File: src/rtl/chgw_pkg.sv
// shared constants, types and state encoding for the gift-wrap hull core
`default_nettype none
package chgw_pkg;

  localparam int MAX_POINTS_DEF  = 64;
  localparam int COORD_BITS_DEF  = 16;
  localparam int VIDX_W          = 6;
  localparam int MIN_HULL_POINTS = 3;

  // sequencer states
  typedef enum logic [2:0] {
    ST_IDLE,
    ST_CHECK,
    ST_EMPTY,
    ST_SEEK,
    ST_SCAN,
    ST_RECORD,
    ST_EMIT,
    ST_DRAIN
  } state_t;

  // controls for the candidate evaluation unit
  typedef struct packed {
    logic init;
    logic ph0;
    logic ph1;
    logic ph2;
  } eval_ctl_t;

endpackage
`default_nettype wire

File: src/rtl/chgw_cell.sv
// one cell of the point ring: holds a point and its load index
`default_nettype none
module chgw_cell
  import chgw_pkg::*;
#(
  parameter int COORD_BITS = COORD_BITS_DEF,
  parameter int IW = 6
) (
  input  wire logic                         clk,
  input  wire logic                         rst,
  input  wire logic                         shift,
  input  wire logic                         clear,
  input  wire logic                         in_valid,
  input  wire logic signed [COORD_BITS-1:0] in_x,
  input  wire logic signed [COORD_BITS-1:0] in_y,
  input  wire logic [IW-1:0]                in_idx,
  output logic                              valid,
  output logic signed [COORD_BITS-1:0]      x,
  output logic signed [COORD_BITS-1:0]      y,
  output logic [IW-1:0]                     idx
);

  // valid bit, cleared between sets
  always_ff @(posedge clk) begin
    if (rst || clear) begin
      valid <= 1'b0;
    end else if (shift) begin
      valid <= in_valid;
    end
  end

  // payload moves with the ring
  always_ff @(posedge clk) begin
    if (shift) begin
      x   <= in_x;
      y   <= in_y;
      idx <= in_idx;
    end
  end

endmodule
`default_nettype wire

File: config.mk
export PLATFORM = sky130hd
export DESIGN_NAME = chgw_cell
export DESIGN_NICKNAME = d
export VERILOG_FILES = /design/src/rtl/chgw_pkg.sv /design/src/rtl/chgw_cell.sv
export SDC_FILE = /design/constraint.sdc
export NUM_CORES = 1
export LEC_CHECK = 0
export ABC_CLOCK_PERIOD_IN_PS = 1300
export BUFFER_PORTS_ARGS = -buffer_cell sky130_fd_sc_hd__buf_4
export CORE_ASPECT_RATIO = 0.75
export CORE_UTILIZATION = 30
export CTS_CLUSTER_DIAMETER = 60
export DETAILED_ROUTE_END_ITERATION = 8
export GPL_TIMING_DRIVEN = 0
export HOLD_SLACK_MARGIN = 0.02
export SKIP_CTS_REPAIR_TIMING = 1
export SYNTH_ARGS = -nofsm -noshare
export SYNTH_HDL_FRONTEND = slang
export SYNTH_SLANG_ARGS = --single-unit
File: constraint.sdc
create_clock -name clk -period 1.3 [get_ports clk]
set_input_delay 0 -clock clk [delete_from_list [all_inputs] [get_ports clk]]
set_output_delay 0 -clock clk [all_outputs]
set_load 0.02 [all_outputs]
==> out/qor.yml <==
status: "finished clean"
root_buffer: "clkbuf_8"
numCtsBuffers: 5
timing.slew.headroom_pct: 67.5
final.setup.tns_ps: 0
final_cells: 222
synth_cell_types: 4
grt_max_degree: 40
reg2reg_slack_ps: 100
fp-row-count: 19
clock_latency_ps: 290
hp-class: "input pin to flip-flop"
endpoint_kind: "flip-flop"
finalHoldViolations: 0
synth_area_um2: 1180
yosys.area.top_type: "edfxtp_1"
synth_top_area_share_pct: 96.6
antenna_found_initial: 0
skew_ps: 0
synth_ff_type: "edfxtp_1"
grt_pass1_vias: 777
ir_drop_mv: 0.804
gr-usage-all-layers_pct: 11.7
first_pass_iters: 2
dieArea_um2: 4190
slew_viol_final: 0
place.gp.congestion: 0.667
final_util_pct: 63.8
antenna_cells: 0
via_per_inst: 3.97
fp.dieW_um: 74.5
drtIter0Drc: 17
synth_common_cells: "38 x edfxtp_1, 1 x dfxtp_1, 1 x mux2i_1, 1 x nor3_2"
crit_family: "buffers and inverters"
setup_viol: 0
fin_crit_ps: 1200
crit_buf_inv: 1
crit_arrival_ps: 1380
cts_tree: "done"
netlist_instances: 41
worst-setup-path-type: "flip-flop to flip-flop"
clockBufferDepth: 2
cts_max_level: 2
drt_wl_total_mm: 2.72
cp_slowest_stage_delay_ps: 550
ys_seq_elements: 39
synth-async-reset-ratio_pct: 0
required_ps: 1480
fmax_ghz: 0.830
leakage_nw: 0.998
grt_pass1_wl_mm: 3.33
drc: 0
avgRoutedWirePerCell_um: 12.3
drv_cap: 0
ys_seq_area_share_pct: 98.3
synth_nets: 84
syn_avg_cell_area_um2: 28.8
p_per_area_nw_per_um2: 1260
rsz0062_at_grt: "false"
netlist_top_cells_area: "edfxtp_1 97%, dfxtp_1 1.7%, mux2i_1 0.85%"
cp_max_fo: 2
grt_remaining_overflow: 0
path_clk_slew_ps: 80
core_area_um2: 3710
ys_warn_count: 0
pin_count: 82
dp_cells: 174
synth_edf_count: 38
whs_ps: 199
cp-start-kind: "flip-flop"
fp.dieH_um: 56.3
drtAntennaViolNets: 0
yosysMostFrequentCell: "edfxtp_1"
worstPathCellList: "mux2i_1, nor3_2, dlygate4sd3_1"
drive_above_1_share_pct: 52.4
num_vias: 882
cts.sinks: 39
tightest_slew_ps: 487
crit_slowest_cell: "dlygate4sd3_1"
portBuffers: 81
initial_core_util_pct: 31.8
syn2layout_area_growth_pct: 100
fin_crit_sh_pct: 92.7
nets: 212
-- worst paths after layout --
check	from	end	cells past startpoint
setup / recovery	valid	valid	3
hold / removal	shift	x[15]	1
setup reg to reg	valid	valid	3
hold reg to reg	valid	valid	3
-- report_power, final --
part,switching (mW),internal (mW),total (mW),leakage [nW]
Sequential,0.0292,1.49,1.52,0.380
Clock,0.412,0.573,0.985,0.0514
Combinational,0.214,0.270,0.484,0.567
Total,0.656,2.33,2.99,0.998
-- registers in the layout (all words and copies together), names as in the netlist --
| name | count |
|---|---|
| y | 16 |
| valid | 1 |
| x | 16 |
| idx | 6 |
-- area by class of cell --
type,instances,area (um^2)
fillers,284,1340
flip-flops and latches,39,1160
well taps,52,65.1
clock inverters,2,37.5
repair buffers,121,1010
clock buffers,6,72.6
multi-input cells,2,20.0
-- cell usage in the layout (no fill, tap or decap) --
cell           instances
buf_4                 81
dlygate4sd3_1         40
edfxtp_1              38
clkbuf_8               5
mux2i_1                1
nor3_2                 1
clkbuf_1               1
clkinvlp_4             1
bufinv_16              1
dfxtp_1                1
-- routing by layer --
layer | global-route usage (%) | routed length, um | vias up | part of all wire, %
met5 | 0 | 0 | - | 0
met4 | 6.47 | 16 | 0 | 0.59
met3 | 9.52 | 303 | 2 | 11
met2 | 16.2 | 1350 | 49 | 49
met1 | 12.3 | 1060 | 412 | 39
li1 | - | - | 419 | -
-- stage by stage --
step	setup WS (ps)	area (um^2)	power, mW
global route	71.3	2360	3.09
global placement	477	1850	1.92
floorplan	613	1180	1.67
CTS	443	1960	2.91
detailed placement	426	1850	1.93
finish	95.5	2360	2.99
-- cell families after synthesis --
group            share of synthesized area [%]
DFF                                       98.3
muxes                                    0.847
and+or+nand+nor                          0.847
-- worst reg2reg max path, stage by stage, from the launching register on --
cell and delay [ps]:
dfxtp_1 330, mux2i_1 170, nor3_2 50, dlygate4sd3_1 550
Power figures use the tool's default switching activity.
