===== src/rtl/chgw_pkg.sv =====
// shared constants, types and state encoding for the gift-wrap hull core
`default_nettype none
package chgw_pkg;

  localparam int MAX_POINTS_DEF  = 64;
  localparam int COORD_BITS_DEF  = 16;
  localparam int VIDX_W          = 6;
  localparam int MIN_HULL_POINTS = 3;

  // sequencer states
  typedef enum logic [2:0] {
    ST_IDLE,
    ST_CHECK,
    ST_EMPTY,
    ST_SEEK,
    ST_SCAN,
    ST_RECORD,
    ST_EMIT,
    ST_DRAIN
  } state_t;

  // controls for the candidate evaluation unit
  typedef struct packed {
    logic init;
    logic ph0;
    logic ph1;
    logic ph2;
  } eval_ctl_t;

endpackage
`default_nettype wire


===== src/rtl/chgw_eval.sv =====
// candidate evaluation: orientation and distance test against the current best
`default_nettype none
module chgw_eval
  import chgw_pkg::*;
#(
  parameter int COORD_BITS = COORD_BITS_DEF,
  parameter int IW = 6
) (
  input  wire logic                         clk,
  input  wire eval_ctl_t                    ctl,
  input  wire logic                         head_valid,
  input  wire logic signed [COORD_BITS-1:0] head_x,
  input  wire logic signed [COORD_BITS-1:0] head_y,
  input  wire logic [IW-1:0]                head_idx,
  input  wire logic signed [COORD_BITS-1:0] org_x,
  input  wire logic signed [COORD_BITS-1:0] org_y,
  output logic [IW-1:0]                     best_idx,
  output logic signed [COORD_BITS-1:0]      best_x,
  output logic signed [COORD_BITS-1:0]      best_y
);

  localparam int DW = COORD_BITS + 1;
  localparam int PW = 2 * DW;
  localparam int SW = PW + 1;

  logic                         cv;
  logic [IW-1:0]                ci;
  logic signed [COORD_BITS-1:0] cx;
  logic signed [COORD_BITS-1:0] cy;
  logic signed [DW-1:0]         dcx, dcy, dbx, dby;
  logic signed [PW-1:0]         p1, p2, p3, p4, p5, p6;
  logic signed [SW-1:0]         cr, cd, bd;
  logic                         take;

  // final compare: candidate strictly right of the origin-to-best line, or collinear and farther
  always_comb begin
    cr   = SW'(p1) - SW'(p2);
    cd   = SW'(p3) + SW'(p4);
    bd   = SW'(p5) + SW'(p6);
    take = cv && ((cr > 0) || ((cr == 0) && (cd > bd)));
  end

  // three-phase evaluation pipeline
  always_ff @(posedge clk) begin
    if (ctl.ph0) begin
      cv  <= head_valid;
      ci  <= head_idx;
      cx  <= head_x;
      cy  <= head_y;
      dcx <= DW'(head_x) - DW'(org_x);
      dcy <= DW'(head_y) - DW'(org_y);
      dbx <= DW'(best_x) - DW'(org_x);
      dby <= DW'(best_y) - DW'(org_y);
    end
    if (ctl.ph1) begin
      p1 <= PW'(dcx) * PW'(dby);
      p2 <= PW'(dcy) * PW'(dbx);
      p3 <= PW'(dcx) * PW'(dcx);
      p4 <= PW'(dcy) * PW'(dcy);
      p5 <= PW'(dbx) * PW'(dbx);
      p6 <= PW'(dby) * PW'(dby);
    end
  end

  // best candidate register
  always_ff @(posedge clk) begin
    if (ctl.init) begin
      best_idx <= head_idx;
      best_x   <= head_x;
      best_y   <= head_y;
    end else if (ctl.ph2 && take) begin
      best_idx <= ci;
      best_x   <= cx;
      best_y   <= cy;
    end
  end

endmodule
`default_nettype wire


===== config.mk =====
export PLATFORM = sky130hd
export DESIGN_NAME = chgw_eval
export DESIGN_NICKNAME = d
export VERILOG_FILES = /design/src/rtl/chgw_pkg.sv /design/src/rtl/chgw_eval.sv
export SDC_FILE = /design/constraint.sdc
export NUM_CORES = 2
export LEC_CHECK = 0
export ABC_CLOCK_PERIOD_IN_PS = 8470
export BUFFER_PORTS_ARGS = -buffer_cell sky130_fd_sc_hd__buf_4
export CORE_MARGIN = 2
export CORE_UTILIZATION = 55
export CTS_BUF_LIST = sky130_fd_sc_hd__clkbuf_2 sky130_fd_sc_hd__clkbuf_4 sky130_fd_sc_hd__clkbuf_8
export DETAILED_ROUTE_END_ITERATION = 10
export GPL_TIMING_DRIVEN = 0
export PLACE_DENSITY = 0.7
export SETUP_SLACK_MARGIN = 0.3
export SYNTH_ARGS = -nofsm -noshare
export SYNTH_HDL_FRONTEND = slang
export SYNTH_SLANG_ARGS = --single-unit
export TNS_END_PERCENT = 10

===== constraint.sdc =====
create_clock -name clk -period 8.47 [get_ports clk]
set_input_delay 0 -clock clk [delete_from_list [all_inputs] [get_ports clk]]
set_output_delay 0 -clock clk [all_outputs]
set_load 0.02 [all_outputs]

==> results_dict.tcl <==
set metrics [dict create \
    setup_violations 0 \
    synth_most_common_cell "inv_1" \
    path_cells "clkdlybuf4s15_2 -> clkbuf_2 -> nand2_1 -> fa_1 -> fa_1 -> fa_1 -> fa_1 -> inv_1 -> fa_1 -> inv_1 -> fa_1 -> inv_1 -> ha_1 -> a21o_1 -> a21oi_1 -> o21ai_0 -> o211a_1 -> nor3b_1 -> o21ai_0 -> a41oi_1 -> a21oi_1 -> a211oi_1 -> a21oi_1 -> xnor2_1" \
    finalMaxSlewViolations 0 \
    arrival_ps 8740 \
    drt-met1-wl_mm 91.94 \
    cts_buffers 57 \
    drt-initial-drc-count 5288 \
    gp_congestion 1.102 \
    cts_max_path_buffers 3 \
    synth_cells 8103 \
    slowest_delay_ps 720 \
    die-area_um2 147100 \
    worstSetupPathType "flip-flop to flip-flop" \
    yosys-top-cells-area "fa_1 42%, edfxtp_1 13%, ha_1 12%, inv_1 9.9%, and2_1 3.5%" \
    via_per_inst 5.599 \
    crit_path_start_kind "flip-flop" \
    grt_pass1_wl_mm 362.3 \
    critical_path.top_delay_family "adder cells" \
    fp.dieW_um 383.5 \
    instances_no_fill 10360 \
    crit_path_end_kind "flip-flop" \
    syn_area_um2 79220 \
    io_buffers 112 \
    yosysTopAreaCell "fa_1" \
    cts_max_level 2 \
    antenna_found_initial 16 \
    cts_tree "done" \
    cp_num_buf_inv 5 \
    vias 58020 \
    hpwl_mm 197.2 \
    syn_avg_cell_area_um2 9.776 \
    ys_types 90 \
    first_pass_iters 6 \
    wl_met2_mm 103.5 \
    fin_nets 10870 \
    ios 114 \
    min_path_cells 4 \
    seq_area_frac_synth_pct 13.08 \
    grt_max_degree 133 \
    path_common_cell "fa_1" \
    wl_per_cell_um 22.89 \
    clkSinkCount 345 \
    ys_seq_elements 345 \
    core_area_um2 143300 \
    yosys_warnings 0 \
    fin_crit_ps 8330 \
    rows 139 \
    root_buffer "clkbuf_8" \
    route.detailed.drc 0 \
    cp_num_cells 24 \
    reg2reg_depth 24 \
    grt_overflow_total 0 \
    hold_violations 0 \
    fillers 12270 \
    grt_pass1_vias 61470 \
    met3_length_mm 27.64 \
    period_share_pct 98.35 \
    grt_setup_unrepaired "yes" \
    status "finished clean" \
    track_usage_pct 33.16 \
    clkTransAtPathRegs_ps 70 \
    skew_ps 88.87 \
    synthToLayoutAreaGrowth_pct 7.777 \
    required_ps 8880 \
    drive_above_1_share_pct 5.590 \
    synth_top_area_share_pct 41.98 \
    clock_latency_ps 740 \
    top_layer_used "met5" \
    hold_path_class "primary input to flip-flop" \
    synth_flop_cell "edfxtp_1" \
    async_flop_share_pct 0 \
    initial_core_util_pct 55.28 \
    worst_path_max_delay_cell "edfxtp_1" \
    synth_edf_count 345 \
    placedCellCount 10120 \
    tightest_slew_ps 1199 \
    critPathMaxFanout 10 \
    fp.dieH_um 383.5 \
    maxCapViolations 0 \
    wirelength_mm 237.2 \
    max_freq_mhz 120.1 \
    synth_top_cells_by_count "2084 x inv_1, 1661 x fa_1, 735 x ha_1, 658 x nand2_1, 448 x and2_1" \
    antenna_left 0 \
    slew_headroom_pct 20.07 \
    synth_fp_nets 10580 \
]
[state kept, by name (all words and copies together), names as in the netlist]
signal / count
dcy: 17
best_x: 16
cv: 1
p1: 34
p5: 33
p2: 34
dby: 17
best_idx: 6
dbx: 17
ci: 6
best_y: 16
dcx: 17
p3: 33
p6: 33
cy: 16
cx: 16
p4: 33
[cells in the final DEF, fill, tap and decap left out, types with 24 or more instances in the layout]
master and n:
a21o_1 70, o21bai_1 32, xor2_1 72, ha_1 735
xnor2_1 255, inv_1 2084, edfxtp_1 345, a211oi_1 28
clkbuf_8 57, dlygate4sd3_1 97, a21oi_1 177, and2_1 448
nand3_1 62, clkbuf_2 89, fa_1 1658, nor2_1 388
buf_4 126, and3_1 37, mux2_2 39, nor3_1 80
nand2b_1 63, nor2b_1 70, o21a_1 61, o21ai_0 139
nand2_1 658, or3_1 25, a21boi_0 24, clkbuf_1 119
[cells by family after synthesis]
logic type / count (synthesis) / share of synthesized area (%)
adder cells (fa/ha/maj): 2396 / 53.59
buffers and inverters: 2335 / 11.08
AND/OR/NAND/NOR: 1915 / 11.69
AO/OA/AOI/OAI: 728 / 6.187
flip-flops: 345 / 13.08
XOR/XNOR: 335 / 3.704
multiplexers: 49 / 0.6808
[through the flow]
step	hold slack (ps)	area (um2)	setup WS [ps]	setup TNS, ps	util [%]
4_1_cts	0.1820	84910	85.21	0	59.25
5_1_grt	8.336	85340	7.924	0	59.55
3_5_place_dp	186.3	82550	-887.9	-9146	57.60
6_report	26.56	85380	140.1	0	59.58
3_3_place_gp	187.0	82440	-967.5	-43560	57.53
2_1_floorplan	98.87	79220	1741	0	-
[worst min-delay path, delay by kind of cell]
family | cells | cell delay (ps)
buffers and inverters | 2 | 220
adders and majority gates | 1 | 200
xor gates and xnor gates | 1 | 120
[layout make-up]
class | count | area, um2 | area share [%]
multi-input combinational | 5423 | 60280 | 70.61
sequential | 345 | 10360 | 12.13
inverter | 2096 | 7879 | 9.228
tap | 1903 | 2381 | 2.789
timing repair buffer | 233 | 2116 | 2.478
buffer | 239 | 1081 | 1.266
clock buffer | 72 | 897.1 | 1.051
clock inverter | 35 | 340.3 | 0.3986
antenna | 16 | 40.04 | 0.04690
[routing by layer]
layer | global-route usage [%] | vias to the layer above
li1 | - | 25230
met1 | 44.38 | 29300
met2 | 50.01 | 2933
met3 | 9.347 | 555
met4 | 15.80 | 2
met5 | 0 | -
[repair_timing]
item	CTS	global route
endpoints found under the hold margin	240	0
setup buffers	3	17
pin swaps	0	2
resized for setup	66	179
hold buffers	97	0
setup endpoints to repair	53	87
[path summary, 6_finish.rpt]
| kind | end | slack, ps | start |
|---|---|---|---|
| worst min register to register | best_y[5]$_DFFE_PP_ | 520 | cy[5]$_DFFE_PP_ |
| worst min-delay path | dcy[10]$_DFFE_PP_ | 30 | org_y[10] |
| worst max-delay path | p2[33]$_DFFE_PP_ | 140 | dcy[10]$_DFFE_PP_ |
| worst max register to register | p2[33]$_DFFE_PP_ | 140 | dcy[10]$_DFFE_PP_ |
Power is not shown: default switching activity piles up to over one toggle a cycle in this logic, so the estimate is an artifact.
